==> src/hdl/morse_element_encoder_defines.svh <==
// Assertion macros for the Morse element encoder.
// Included by the top level only; depends on nothing else.
`ifndef MORSE_ELEMENT_ENCODER_DEFINES_SVH
`define MORSE_ELEMENT_ENCODER_DEFINES_SVH

// Same-cycle implication, checked outside reset
`define MEE_ASSERT_NOW(label, clk, rstn, ante, cons, msg) \
    label: assert property (@(posedge clk) disable iff (!(rstn)) (ante) |-> (cons)) \
        else $error(msg);

// Next-cycle implication, checked outside reset
`define MEE_ASSERT_NEXT(label, clk, rstn, ante, cons, msg) \
    label: assert property (@(posedge clk) disable iff (!(rstn)) (ante) |=> (cons)) \
        else $error(msg);

`endif

==> src/hdl/mee_pkg.sv <==
// Shared types, constants and the Morse code table for the element encoder.
// No dependencies; used by every module of the block.
`timescale 1ns / 1ps

package mee_pkg;

    // Result element codes
    typedef enum logic [1:0] {
        EL_DIT  = 2'd0,
        EL_DAH  = 2'd1,
        EL_WORD = 2'd2,
        EL_BAD  = 2'd3
    } mee_elem_t;

    // Character class decided by the front end
    typedef enum logic [1:0] {
        KIND_CODE = 2'd0,
        KIND_WORD = 2'd1,
        KIND_BAD  = 2'd2
    } mee_kind_t;

    // One queued character: class, element count and dah mask
    // (bit 0 is the first element sent, 1 = dah)
    typedef struct packed {
        mee_kind_t   kind;
        logic [2:0]  count;
        logic [4:0]  pattern;
    } mee_desc_t;

    localparam logic [7:0] DIT_LENGTH_RESET = 8'd60;

    localparam logic [7:0] ASCII_UPPER_A = 8'h41;
    localparam logic [7:0] ASCII_UPPER_Z = 8'h5A;
    localparam logic [7:0] ASCII_LOWER_A = 8'h61;
    localparam logic [7:0] ASCII_LOWER_Z = 8'h7A;
    localparam logic [7:0] ASCII_ZERO    = 8'h30;
    localparam logic [7:0] ASCII_NINE    = 8'h39;
    localparam logic [7:0] ASCII_SPACE   = 8'h20;
    localparam logic [7:0] ASCII_CASE    = 8'h20;
    localparam logic [7:0] DIGIT_BASE    = 8'd26;

    // Morse table: a..z at 0..25, 0..9 at 26..35
    function automatic mee_desc_t mee_lookup(input logic [5:0] idx);
        mee_desc_t d;
        d.kind = KIND_CODE;
        case (idx)
            6'd0:  begin d.count = 3'd2; d.pattern = 5'b00010; end // a
            6'd1:  begin d.count = 3'd4; d.pattern = 5'b00001; end // b
            6'd2:  begin d.count = 3'd4; d.pattern = 5'b00101; end // c
            6'd3:  begin d.count = 3'd3; d.pattern = 5'b00001; end // d
            6'd4:  begin d.count = 3'd1; d.pattern = 5'b00000; end // e
            6'd5:  begin d.count = 3'd4; d.pattern = 5'b00100; end // f
            6'd6:  begin d.count = 3'd3; d.pattern = 5'b00011; end // g
            6'd7:  begin d.count = 3'd4; d.pattern = 5'b00000; end // h
            6'd8:  begin d.count = 3'd2; d.pattern = 5'b00000; end // i
            6'd9:  begin d.count = 3'd4; d.pattern = 5'b01110; end // j
            6'd10: begin d.count = 3'd3; d.pattern = 5'b00101; end // k
            6'd11: begin d.count = 3'd4; d.pattern = 5'b00010; end // l
            6'd12: begin d.count = 3'd2; d.pattern = 5'b00011; end // m
            6'd13: begin d.count = 3'd2; d.pattern = 5'b00001; end // n
            6'd14: begin d.count = 3'd3; d.pattern = 5'b00111; end // o
            6'd15: begin d.count = 3'd4; d.pattern = 5'b00110; end // p
            6'd16: begin d.count = 3'd4; d.pattern = 5'b01011; end // q
            6'd17: begin d.count = 3'd3; d.pattern = 5'b00010; end // r
            6'd18: begin d.count = 3'd3; d.pattern = 5'b00000; end // s
            6'd19: begin d.count = 3'd1; d.pattern = 5'b00001; end // t
            6'd20: begin d.count = 3'd3; d.pattern = 5'b00100; end // u
            6'd21: begin d.count = 3'd4; d.pattern = 5'b01000; end // v
            6'd22: begin d.count = 3'd3; d.pattern = 5'b00110; end // w
            6'd23: begin d.count = 3'd4; d.pattern = 5'b01001; end // x
            6'd24: begin d.count = 3'd4; d.pattern = 5'b01101; end // y
            6'd25: begin d.count = 3'd4; d.pattern = 5'b00011; end // z
            6'd26: begin d.count = 3'd5; d.pattern = 5'b11111; end // 0
            6'd27: begin d.count = 3'd5; d.pattern = 5'b11110; end // 1
            6'd28: begin d.count = 3'd5; d.pattern = 5'b11100; end // 2
            6'd29: begin d.count = 3'd5; d.pattern = 5'b11000; end // 3
            6'd30: begin d.count = 3'd5; d.pattern = 5'b10000; end // 4
            6'd31: begin d.count = 3'd5; d.pattern = 5'b00000; end // 5
            6'd32: begin d.count = 3'd5; d.pattern = 5'b00001; end // 6
            6'd33: begin d.count = 3'd5; d.pattern = 5'b00011; end // 7
            6'd34: begin d.count = 3'd5; d.pattern = 5'b00111; end // 8
            6'd35: begin d.count = 3'd5; d.pattern = 5'b01111; end // 9
            default: begin d.count = 3'd1; d.pattern = 5'b00000; end
        endcase
        return d;
    endfunction

endpackage

==> src/hdl/mee_front.sv <==
// Front end: takes input characters, folds case and classifies them into
// queue descriptors. Depends on mee_pkg.
`timescale 1ns / 1ps

module mee_front (
    input  logic                s_tvalid,
    output logic                s_tready,
    input  logic [7:0]          s_tdata,     // [7:0] char_code
    input  logic                queue_full,
    output logic                queue_push,
    output mee_pkg::mee_desc_t  queue_desc
);

    logic [7:0] folded;

    // Accept whenever the queue has room
    assign s_tready   = !queue_full;
    assign queue_push = s_tvalid && !queue_full;

    // Case fold, then class and table lookup
    always_comb begin
        folded = s_tdata;
        if (s_tdata inside {[mee_pkg::ASCII_UPPER_A:mee_pkg::ASCII_UPPER_Z]}) begin
            folded = s_tdata | mee_pkg::ASCII_CASE;
        end

        queue_desc         = '0;
        queue_desc.kind    = mee_pkg::KIND_BAD;
        queue_desc.count   = 3'd1;
        if (folded inside {[mee_pkg::ASCII_LOWER_A:mee_pkg::ASCII_LOWER_Z]}) begin
            queue_desc = mee_pkg::mee_lookup(6'(folded - mee_pkg::ASCII_LOWER_A));
        end else if (folded inside {[mee_pkg::ASCII_ZERO:mee_pkg::ASCII_NINE]}) begin
            queue_desc = mee_pkg::mee_lookup(
                6'(folded - mee_pkg::ASCII_ZERO + mee_pkg::DIGIT_BASE));
        end else if (folded == mee_pkg::ASCII_SPACE) begin
            queue_desc.kind = mee_pkg::KIND_WORD;
        end
    end

endmodule

==> src/hdl/mee_queue.sv <==
// Small descriptor queue between front end and element sequencer.
// Depends on mee_pkg for the descriptor type.
`timescale 1ns / 1ps

module mee_queue #(
    parameter int DEPTH = 2
) (
    input  logic                aclk,
    input  logic                aresetn,
    input  logic                wr_en,
    input  mee_pkg::mee_desc_t  wr_data,
    output logic                full,
    input  logic                rd_en,
    output mee_pkg::mee_desc_t  rd_data,
    output logic                empty
);

    localparam int PTR_W = (DEPTH > 1) ? $clog2(DEPTH) : 1;
    localparam int CNT_W = $clog2(DEPTH + 1);

    mee_pkg::mee_desc_t mem_reg [DEPTH];
    logic [PTR_W-1:0]   wr_ptr_reg, wr_ptr_next;
    logic [PTR_W-1:0]   rd_ptr_reg, rd_ptr_next;
    logic [CNT_W-1:0]   level_reg, level_next;

    assign full    = (level_reg == CNT_W'(DEPTH));
    assign empty   = (level_reg == '0);
    assign rd_data = mem_reg[rd_ptr_reg];

    // Pointer wrap and fill level
    always_comb begin
        wr_ptr_next = wr_ptr_reg;
        rd_ptr_next = rd_ptr_reg;
        level_next  = level_reg;
        if (wr_en) begin
            wr_ptr_next = (wr_ptr_reg == PTR_W'(DEPTH - 1)) ? '0 : wr_ptr_reg + PTR_W'(1);
        end
        if (rd_en) begin
            rd_ptr_next = (rd_ptr_reg == PTR_W'(DEPTH - 1)) ? '0 : rd_ptr_reg + PTR_W'(1);
        end
        if (wr_en && !rd_en) begin
            level_next = level_reg + CNT_W'(1);
        end else if (!wr_en && rd_en) begin
            level_next = level_reg - CNT_W'(1);
        end
    end

    always_ff @(posedge aclk) begin
        if (!aresetn) begin
            wr_ptr_reg <= '0;
            rd_ptr_reg <= '0;
            level_reg  <= '0;
        end else begin
            wr_ptr_reg <= wr_ptr_next;
            rd_ptr_reg <= rd_ptr_next;
            level_reg  <= level_next;
        end
    end

    // Storage, no reset
    always_ff @(posedge aclk) begin
        if (wr_en) begin
            mem_reg[wr_ptr_reg] <= wr_data;
        end
    end

endmodule

==> src/hdl/mee_back.sv <==
// Element sequencer: walks the head descriptor one element per cycle unless
// the output stalls; drives the registered result channel. Depends on mee_pkg.
`timescale 1ns / 1ps

module mee_back (
    input  logic                aclk,
    input  logic                aresetn,
    input  logic [7:0]          dit_length,
    input  mee_pkg::mee_desc_t  head_desc,
    input  logic                head_empty,
    output logic                head_pop,
    output logic                m_tvalid,
    input  logic                m_tready,
    output logic [31:0]         m_tdata,   // [0] lamp, [11:1] lead_ms,
                                           // [21:12] tone_cycles, [31:22] gap_ms
    output logic [1:0]          m_tuser,   // [1:0] element
    output logic                m_tlast    // last
);

    logic        valid_reg, valid_next;
    logic [2:0]  idx_reg, idx_next;
    logic [1:0]  element_reg, element_next;
    logic        lamp_reg, lamp_next;
    logic [10:0] lead_reg, lead_next;
    logic [9:0]  tone_reg, tone_next;
    logic [9:0]  gap_reg, gap_next;
    logic        last_reg, last_next;

    logic        load;
    logic        dah;
    logic        fin;
    logic [9:0]  unit3;
    logic [10:0] unit7;

    // Unit multiples by shift, add and subtract
    assign unit3 = {1'b0, dit_length, 1'b0} + {2'b00, dit_length};
    assign unit7 = {dit_length, 3'b000} - {3'b000, dit_length};

    assign load = !head_empty && (!valid_reg || m_tready);
    assign dah  = head_desc.pattern[idx_reg];
    assign fin  = (head_desc.kind != mee_pkg::KIND_CODE) ||
                  (3'(idx_reg + 3'd1) == head_desc.count);
    assign head_pop = load && fin;

    // Next result word and element index
    always_comb begin
        valid_next   = valid_reg;
        idx_next     = idx_reg;
        element_next = element_reg;
        lamp_next    = lamp_reg;
        lead_next    = lead_reg;
        tone_next    = tone_reg;
        gap_next     = gap_reg;
        last_next    = last_reg;
        if (m_tready) begin
            valid_next = 1'b0;
        end
        if (load) begin
            valid_next = 1'b1;
            idx_next   = fin ? 3'd0 : 3'(idx_reg + 3'd1);
            last_next  = fin;
            case (head_desc.kind)
                mee_pkg::KIND_CODE: begin
                    element_next = dah ? mee_pkg::EL_DAH : mee_pkg::EL_DIT;
                    lamp_next    = dah;
                    lead_next    = dah ? {1'b0, unit3} : {3'b000, dit_length};
                    tone_next    = dah ? unit3 : {2'b00, dit_length};
                    gap_next     = unit3;
                end
                mee_pkg::KIND_WORD: begin
                    element_next = mee_pkg::EL_WORD;
                    lamp_next    = 1'b0;
                    lead_next    = unit7;
                    tone_next    = '0;
                    gap_next     = '0;
                end
                default: begin
                    element_next = mee_pkg::EL_BAD;
                    lamp_next    = 1'b0;
                    lead_next    = '0;
                    tone_next    = '0;
                    gap_next     = '0;
                end
            endcase
        end
    end

    // Control state
    always_ff @(posedge aclk) begin
        if (!aresetn) begin
            valid_reg <= 1'b0;
            idx_reg   <= '0;
        end else begin
            valid_reg <= valid_next;
            idx_reg   <= idx_next;
        end
    end

    // Result payload, no reset
    always_ff @(posedge aclk) begin
        element_reg <= element_next;
        lamp_reg    <= lamp_next;
        lead_reg    <= lead_next;
        tone_reg    <= tone_next;
        gap_reg     <= gap_next;
        last_reg    <= last_next;
    end

    assign m_tvalid = valid_reg;
    assign m_tdata  = {gap_reg, tone_reg, lead_reg, lamp_reg};
    assign m_tuser  = element_reg;
    assign m_tlast  = last_reg;

endmodule

==> src/hdl/morse_element_encoder.sv <==
// Channel   | Dir | Word contents
// s_        | in  | tdata[7:0] char_code
// m_        | out | tdata lamp/lead_ms/tone_cycles/gap_ms, tuser element, tlast last
// cfg_w     | in  | wdata[7:0] dit_length
//
// A character is classified as it is accepted and written to the queue; the
// element sequencer then emits one result word per cycle unless the output stalls,
// 1 to 5 per character. The first result passes the queue and then the result
// register. The queue of QUEUE_DEPTH descriptors lets new characters enter while
// the sequencer is busy or the output is stalled; the input stalls only when the
// queue is full. Reset empties the queue and sets dit_length to 60.
//
// Top level of the Morse element encoder; depends on mee_pkg, mee_front,
// mee_queue, mee_back and morse_element_encoder_defines.svh.
`timescale 1ns / 1ps
`include "morse_element_encoder_defines.svh"

module morse_element_encoder #(
    parameter int QUEUE_DEPTH = 2
) (
    input  logic        aclk,
    input  logic        aresetn,
    input  logic        s_tvalid,
    output logic        s_tready,
    input  logic [7:0]  s_tdata,    // [7:0] char_code
    output logic        m_tvalid,
    input  logic        m_tready,
    output logic [31:0] m_tdata,    // [0] lamp, [11:1] lead_ms,
                                    // [21:12] tone_cycles, [31:22] gap_ms
    output logic [1:0]  m_tuser,    // [1:0] element
    output logic        m_tlast,    // last
    input  logic        cfg_wvalid,
    output logic        cfg_wready,
    input  logic [7:0]  cfg_wdata   // [7:0] dit_length
);

    logic [7:0]         dit_length_reg, dit_length_next;
    logic               queue_full;
    logic               queue_empty;
    logic               queue_push;
    logic               queue_pop;
    mee_pkg::mee_desc_t push_desc;
    mee_pkg::mee_desc_t head_desc;

    // Unit length register
    assign cfg_wready = 1'b1;
    assign dit_length_next = cfg_wvalid ? cfg_wdata : dit_length_reg;

    always_ff @(posedge aclk) begin
        if (!aresetn) begin
            dit_length_reg <= mee_pkg::DIT_LENGTH_RESET;
        end else begin
            dit_length_reg <= dit_length_next;
        end
    end

    mee_front u_front (
        .s_tvalid   (s_tvalid),
        .s_tready   (s_tready),
        .s_tdata    (s_tdata),
        .queue_full (queue_full),
        .queue_push (queue_push),
        .queue_desc (push_desc)
    );

    mee_queue #(
        .DEPTH (QUEUE_DEPTH)
    ) u_queue (
        .aclk    (aclk),
        .aresetn (aresetn),
        .wr_en   (queue_push),
        .wr_data (push_desc),
        .full    (queue_full),
        .rd_en   (queue_pop),
        .rd_data (head_desc),
        .empty   (queue_empty)
    );

    mee_back u_back (
        .aclk       (aclk),
        .aresetn    (aresetn),
        .dit_length (dit_length_reg),
        .head_desc  (head_desc),
        .head_empty (queue_empty),
        .head_pop   (queue_pop),
        .m_tvalid   (m_tvalid),
        .m_tready   (m_tready),
        .m_tdata    (m_tdata),
        .m_tuser    (m_tuser),
        .m_tlast    (m_tlast)
    );

    // Checks
    `MEE_ASSERT_NOW(a_single_is_last, aclk, aresetn,
        m_tvalid && (m_tuser == mee_pkg::EL_WORD || m_tuser == mee_pkg::EL_BAD),
        m_tlast, "word gap or invalid result without last")
    `MEE_ASSERT_NOW(a_lamp_matches, aclk, aresetn, m_tvalid,
        m_tdata[0] == (m_tuser == mee_pkg::EL_DAH), "lamp does not match element")
    `MEE_ASSERT_NOW(a_tone_is_length, aclk, aresetn,
        m_tvalid && (m_tuser == mee_pkg::EL_DIT || m_tuser == mee_pkg::EL_DAH),
        {1'b0, m_tdata[21:12]} == m_tdata[11:1], "tone count differs from element length")
    `MEE_ASSERT_NEXT(a_pop_needs_entry, aclk, aresetn, queue_empty && !queue_push,
        !m_tvalid || $stable(m_tdata) || m_tready, "result changed with empty queue")

endmodule
==> config.mk <==
export PLATFORM = sky130hd
export DESIGN_NAME = morse_element_encoder
export DESIGN_NICKNAME = d
export VERILOG_FILES = /design/src/hdl/mee_pkg.sv /design/src/hdl/mee_front.sv /design/src/hdl/mee_queue.sv /design/src/hdl/mee_back.sv /design/src/hdl/morse_element_encoder.sv
export VERILOG_INCLUDE_DIRS = /design/src /design/src/hdl
export SDC_FILE = /design/constraint.sdc
export NUM_CORES = 1
export LEC_CHECK = 0
export ABC_AREA = 1
export BUFFER_PORTS_ARGS = -buffer_cell sky130_fd_sc_hd__buf_2
export CAP_MARGIN = 20
export CORE_UTILIZATION = 61
export CTS_BUF_LIST = sky130_fd_sc_hd__clkbuf_4 sky130_fd_sc_hd__clkbuf_8
export CTS_CLUSTER_DIAMETER = 40
export DETAILED_ROUTE_END_ITERATION = 10
export GPL_TIMING_DRIVEN = 0
export PLACE_DENSITY = 0.94
export SYNTH_ARGS = -nofsm -noshare
export SYNTH_HDL_FRONTEND = slang
export SYNTH_HIERARCHICAL = 1
export SYNTH_SLANG_ARGS = --single-unit
==> constraint.sdc <==
create_clock -name aclk -period 3.3 [get_ports aclk]
set_clock_uncertainty 0.1 [all_clocks]
set_input_delay 0.165 -clock aclk [delete_from_list [all_inputs] [get_ports aclk]]
set_output_delay 0.165 -clock aclk [all_outputs]
set_load 0.1 [all_outputs]
* Word level (Yosys, flattened, before mapping)
Memories as Yosys holds them, arrays and structs flattened. A register that Yosys moved wholly into a read port is not among the register bits.
Cells that the tools add are included.
** Cells by class
- $add $sub $neg :: 10
- Order comparisons :: 7
- Equality and inequality tests :: 4
- Multiplexer cells :: 23
- Reductions and logical operators :: 21
** Operator list (count)
- case mux 11 bit (2 select lines) :: 1
- two-way mux 10 bit :: 2
- >= comparator 8 x 7 -> 1 bit, second input constant :: 2
- less-or-equal comparator 8 x 7 -> 1 bit, second input constant :: 2
- two-way mux 8 bit :: 2
- subtractor 6 bit, second input constant :: 2
- subtractor 11 x 8 -> 11 bit :: 1
- adder 9 x 8 -> 10 bit :: 1
- two-way mux 1 bit :: 10
- == test 8 x 6 -> 1 bit, second input constant :: 1
- >= comparator 8 x 6 -> 1 bit, second input constant :: 1
- less-or-equal comparator 8 x 6 -> 1 bit, second input constant :: 1
- logical AND 1 bit :: 8
- two-way mux 2 bit :: 4
- adder 6 x 5 -> 6 bit, second input constant :: 1
- two-way mux 6 bit :: 1
- nonzero test 2 bit :: 3
- zero test 1 bit :: 5
- zero test 2 bit :: 2
- less-than comparator 3 x 4 -> 1 bit, second input constant :: 1
- case mux 2 bit (2 select lines) :: 1
- adder 3 x 1 -> 3 bit, second input constant :: 1
- binary-select mux 1 bit (select 3 bit) :: 1
- == test 3 bit :: 1
- 8 further kinds :: 10
** Storage, ports and cells
- Register bits :: 51
- Bits in writable memories :: 20
- Bits in read-only memories :: 1024
- Memories :: 3
** Memories
- (no name shown) :: words 64, bits a word 8, rd ports 1, clocked after Yosys merged registers in 0, write ports 0, RTL line mee_pkg.sv:46 : case (idx)
- (no name shown) :: words 64, bits a word 8, rd ports 1, clocked after Yosys merged registers in 0, write ports 0, RTL line mee_pkg.sv:46
- u_queue.mem_reg :: words 2, bits a word 10, rd ports 1, clocked after Yosys merged registers in 1, write ports 1, RTL line mee_queue.sv:21 : mee_pkg::mee_desc_t mem_reg [DEPTH];

* Longest topological paths before layout
An unclocked memory read counts as a cell.
- Depth in word-level cells :: 8
- Mapped depth :: 18
- Gate-level depth less buffers :: 15

* Modules after synthesis
The synthesis kept the hierarchy.
** By module, submodules not included
- mee_back :: times used 1, cells each 292, area each 2427.3 um2
- mee_front :: times used 1, cells each 328, area each 1657.8 um2
- mee_queue :: times used 1, cells each 66, area each 954.7 um2
- morse_element_encoder :: times used 1, cells each 45, area each 316.6 um2

* Least setup slack after synthesis
No wires, ideal clock.
- Path kind :: register to register
- From :: register u_back.valid_reg (netlist: u_back/m_tvalid)
- To :: register u_queue.level_reg[1]
- Arrival :: 2567 ps
- Data required time :: 3136 ps
- Slack :: 569 ps
- Cell stages (with the launch flop) :: 13
- Path buffers :: 0
- Cell sequence :: dfxtp_1 > nand2_1 > nand2_1 > inv_1 > nand2_1 > inv_1 > inv_1 > ha_1 > inv_1 > nand3_1 > nand2_1 > inv_1 > nor2_1
** On the way
- Cells in the longest elaborated chain, start to end :: 7
- Elaborated cells between the ends (all ways) :: 9
- Those cells by class :: mux (1); reduce/logical (8)
** RTL lines
- from (decl) :: RTL line mee_back.sv:20 : logic valid_reg, valid_next;
- from (signal assigned) :: RTL line mee_back.sv:94 : valid_reg <= valid_next;
- zero test 1 bit * :: RTL line mee_back.sv:39 : assign load = !head_empty && (!valid_reg || m_tready);
- logical OR 1 bit * :: RTL line mee_back.sv:39
- logical AND 1 bit * :: RTL line mee_back.sv:39
- via u_back.load :: RTL line mee_back.sv:29 : logic load;
- logical AND 1 bit * :: RTL line mee_back.sv:43 : assign head_pop = load && fin;
- via queue_pop :: RTL line morse_element_encoder.sv:41 : logic queue_pop;
- zero test 1 bit :: RTL line mee_queue.sv:41 : if (wr_en && !rd_en) begin
- logical AND 1 bit :: RTL line mee_queue.sv:41
- two-way mux 2 bit / nonzero test 2 bit (equally long branches)
- to (signal assigned) :: RTL line mee_queue.sv:56 : level_reg <= level_next;
- to (decl) :: RTL line mee_queue.sv:24 : logic [CNT_W-1:0] level_reg, level_next;
Mark *: on every way through the listed nets, which the timed path passes. The rest lies on a longest branch.
A chain may end at the register's enable or synchronous reset.

==> impl_metrics.yaml <==
floorplan:
  core_area_mm2: 0.00834
  die-area_mm2: 0.00916
  io_pins: 59
  start_util: 0.642
  dieHeight_um: 95.7
  die_x_um: 95.7
  rows: 33
clock_tree:
  cts-root-buf: "clkbuf_8"
  postCtsSetupBuffers: 0
  ctsLongestPathBuffers: 2
  cts_made_buffers: 9
  cts_tree: "done"
  clk_pin_slew_worst_paths_ns: 0.08
  clock-sinks: 71
  clock_latency_ns: 0.35
  htreeDepth: 3
  holdBufCountCts: 4
  ctsResizeCount: 0
logic_synthesis:
  synth_top_family_by_area: "simple AND/OR/NAND/NOR gates"
  synthAdderAreaFrac: 0.0808
  synth_edf_count: 54
  yosys.area_share.simple: 0.348
  ys_warn_count: 6
  yosysSeqAreaShare: 0.366
  synth-main-ff-cell: "edfxtp_1"
  yosysUniqueCellTypes: 41
  synth.area.mux_share: 0.0210
  syn-cell-area_mm2: 0.00536
  ys_async_sr_fraction: 0
  synth-xor-area-share: 0.0178
  postSynthAreaPerCell_um2: 7.33
  ys_ff_latch: 71
  synthCells: 731
  synth_compound_area_frac: 0.0640
  syn_nets: 786
job:
  maxCapViolations: 0
grt:
  antenna_found_initial: 0
  grt_pass1_vias: 4998
  overflow: 0
  grt_pass1_wl_um: 22500
  grt_max_degree: 36
  grt_use_total: 0.323
min_path:
  hold_class: "input port to flop"
  hp-start: "cfg_wvalid"
final_layout:
  largest_reg_flops: 20
  nNetsFinal: 857
  drive_gt1_frac: 0.177
  fin_util: 0.726
  mostFrequentLayoutCell: "nand2_1"
  antenna-diode-count: 0
  syn_to_final_growth_pct: 13.0
  layout_common_cells: "216 x nand2_1, 88 x inv_1, 79 x nand3_1"
sta:
  setup_tns_ns: 0
  rsz0062_at_grt: "no"
  worst_pin_slew_ns: 0.893
  fin_crit_sh: 0.826
  hold_viol: 0
  relSlewSlack: 0.403
  slew_violations: 0
  setup_viol: 0
  setup_slack_ns: 0.574
  fmaxAchievable_mhz: 367
  period_minus_slack_ns: 2.73
route:
  dr_wl_met3_um: 1070
  dr.first_iter.drc_count: 349
  vias: 5239
  viasPerCell: 5.74
  wl_per_cell_um: 15.3
  m1WireLength_um: 5030
  ant_nets: 0
  drc: 0
  wirelength_um: 13900
  dr_wl_met2_um: 7040
  drt_first_pass_iters: 5
  top_layer: "met4"
critical_path:
  cp.arrival_ns: 2.72
  slowest_delay_ns: 0.32
  cpMostUsedCell: "nand2_1"
  cp-startpoint: "s_tdata[1]"
  path_max_fanout: 10
  critPathLaunchType: "input port"
  critical_path_class: "input port to flop"
  path_cells: "buf_2 > buf_2 > inv_1 > ha_1 > buf_4 > inv_1 > ha_1 > buf_2 > buf_2 > nand2_1 > o21ai_0 > nand2_1 > nand3_1 > nand2_1 > nand3_1 > nand2_1 > nand3_1 > nand2_1"
  worstPathRequired_ns: 3.30
  cp_slowest_cell: "ha_1"
  cp-end-kind: "flop"
placed_design:
  dp.final_hpwl_um: 10300
  place.gp.congestion: 0.954
  pre_cts_slack_ns: 0.281
  port_buffers: 55
pwr:
  power.leakage_uw: 0.00305
  power.density_mw_per_mm2: 895
  max-vdd-ir-drop_mv: 0.514
outcome:
  status: "finished, final reports clean"
==> final timing paths <==
kind	endpoint	slack (ns)	depth (start not counted)
worst max register to register	u_queue/level_reg[1]$_SDFFE_PN0P_	0.76	13
worst min-delay path	dit_length_reg[0]$_SDFFE_PN0P_	0.01	4
worst min register to register	u_queue/wr_ptr_reg$_SDFFE_PN0P_	0.42	2
worst max-delay path	u_queue/mem_reg[0][2]$_DFFE_PP_	0.57	18
==> power by group <==
group / internal, uW / total, uW / leakage (uW) / switching [uW]
clock network: 440 / 792 / 0.000111 / 352
logic: 627 / 3170 / 0.00227 / 2540
registers: 1350 / 1460 / 0.000664 / 114
==> kinds of logic after synthesis <==
logic type / after synthesis
DFF: 71
muxes: 10
AOI/OAI and AO/OA: 65
other: 1
buffers and inverters: 122
xor gates and xnor gates: 10
adders and majority gates: 34
and+or+nand+nor: 418
==> per-stage QoR <==
step | power, uW | area (um2) | hold WS (ns) | cells
floorplan | 4040 | 5360 | 0.186 | 731
global placement | 4430 | 5760 | 0.275 | 891
detailed placement | 4560 | 5760 | 0.286 | 891
CTS | 5360 | 6030 | 0.00273 | 911
global route | 5670 | 6050 | 0.0344 | 912
finish | 5420 | 6050 | 0.0147 | 912
==> worst max-delay path: cells and delay by family <==
family,cells,cell delay [ns]
simple gates,8,0.66
compound gates,1,0.07
fa+ha+maj,2,0.58
buf+inv,7,1.25
==> layer usage <==
metal / global-route usage / vias up
met2: 0.581 / 320
met5: 0 / -
met3: 0.0569 / 74
met1: 0.343 / 2336
li1: - / 2509
met4: 0.220 / 0
==> Yosys cell counts, types with 2 or more instances <==
master	number	share of area
nand2_1	216	0.15
inv_1	88	0.062
nand3_1	79	0.074
nor2_1	73	0.051
edfxtp_1	54	0.30
o21ai_0	34	0.032
ha_1	33	0.077
a21oi_1	17	0.016
dfxtp_1	17	0.064
inv_2	10	0.0070
mux2_2	10	0.021
nand2_2	9	0.011
buf_4	8	0.011
nand4_1	8	0.0093
nor3_1	8	0.0075
buf_2	7	0.0065
o21ai_1	7	0.0065
buf_6	6	0.013
nand2_4	6	0.013
xor2_1	5	0.0082
nor2_2	4	0.0047
xnor2_1	4	0.0065
nand3_2	3	0.0056
nand3b_1	3	0.0042
or2_1	3	0.0035
a21boi_0	2	0.0028
clkbuf_1	2	0.0014
nand4_2	2	0.0047
==> final cells by class <==
class | instances | area [um2]
multi-input cells | 538 | 2850
fillers | 607 | 2290
flip-flops and latches | 71 | 1960
inverters | 99 | 374
repair buffers | 60 | 343
plain buffers | 23 | 170
clock buffers | 10 | 131
well taps | 105 | 131
clock inverters | 6 | 91.3
Power figures use the tool's default switching activity.
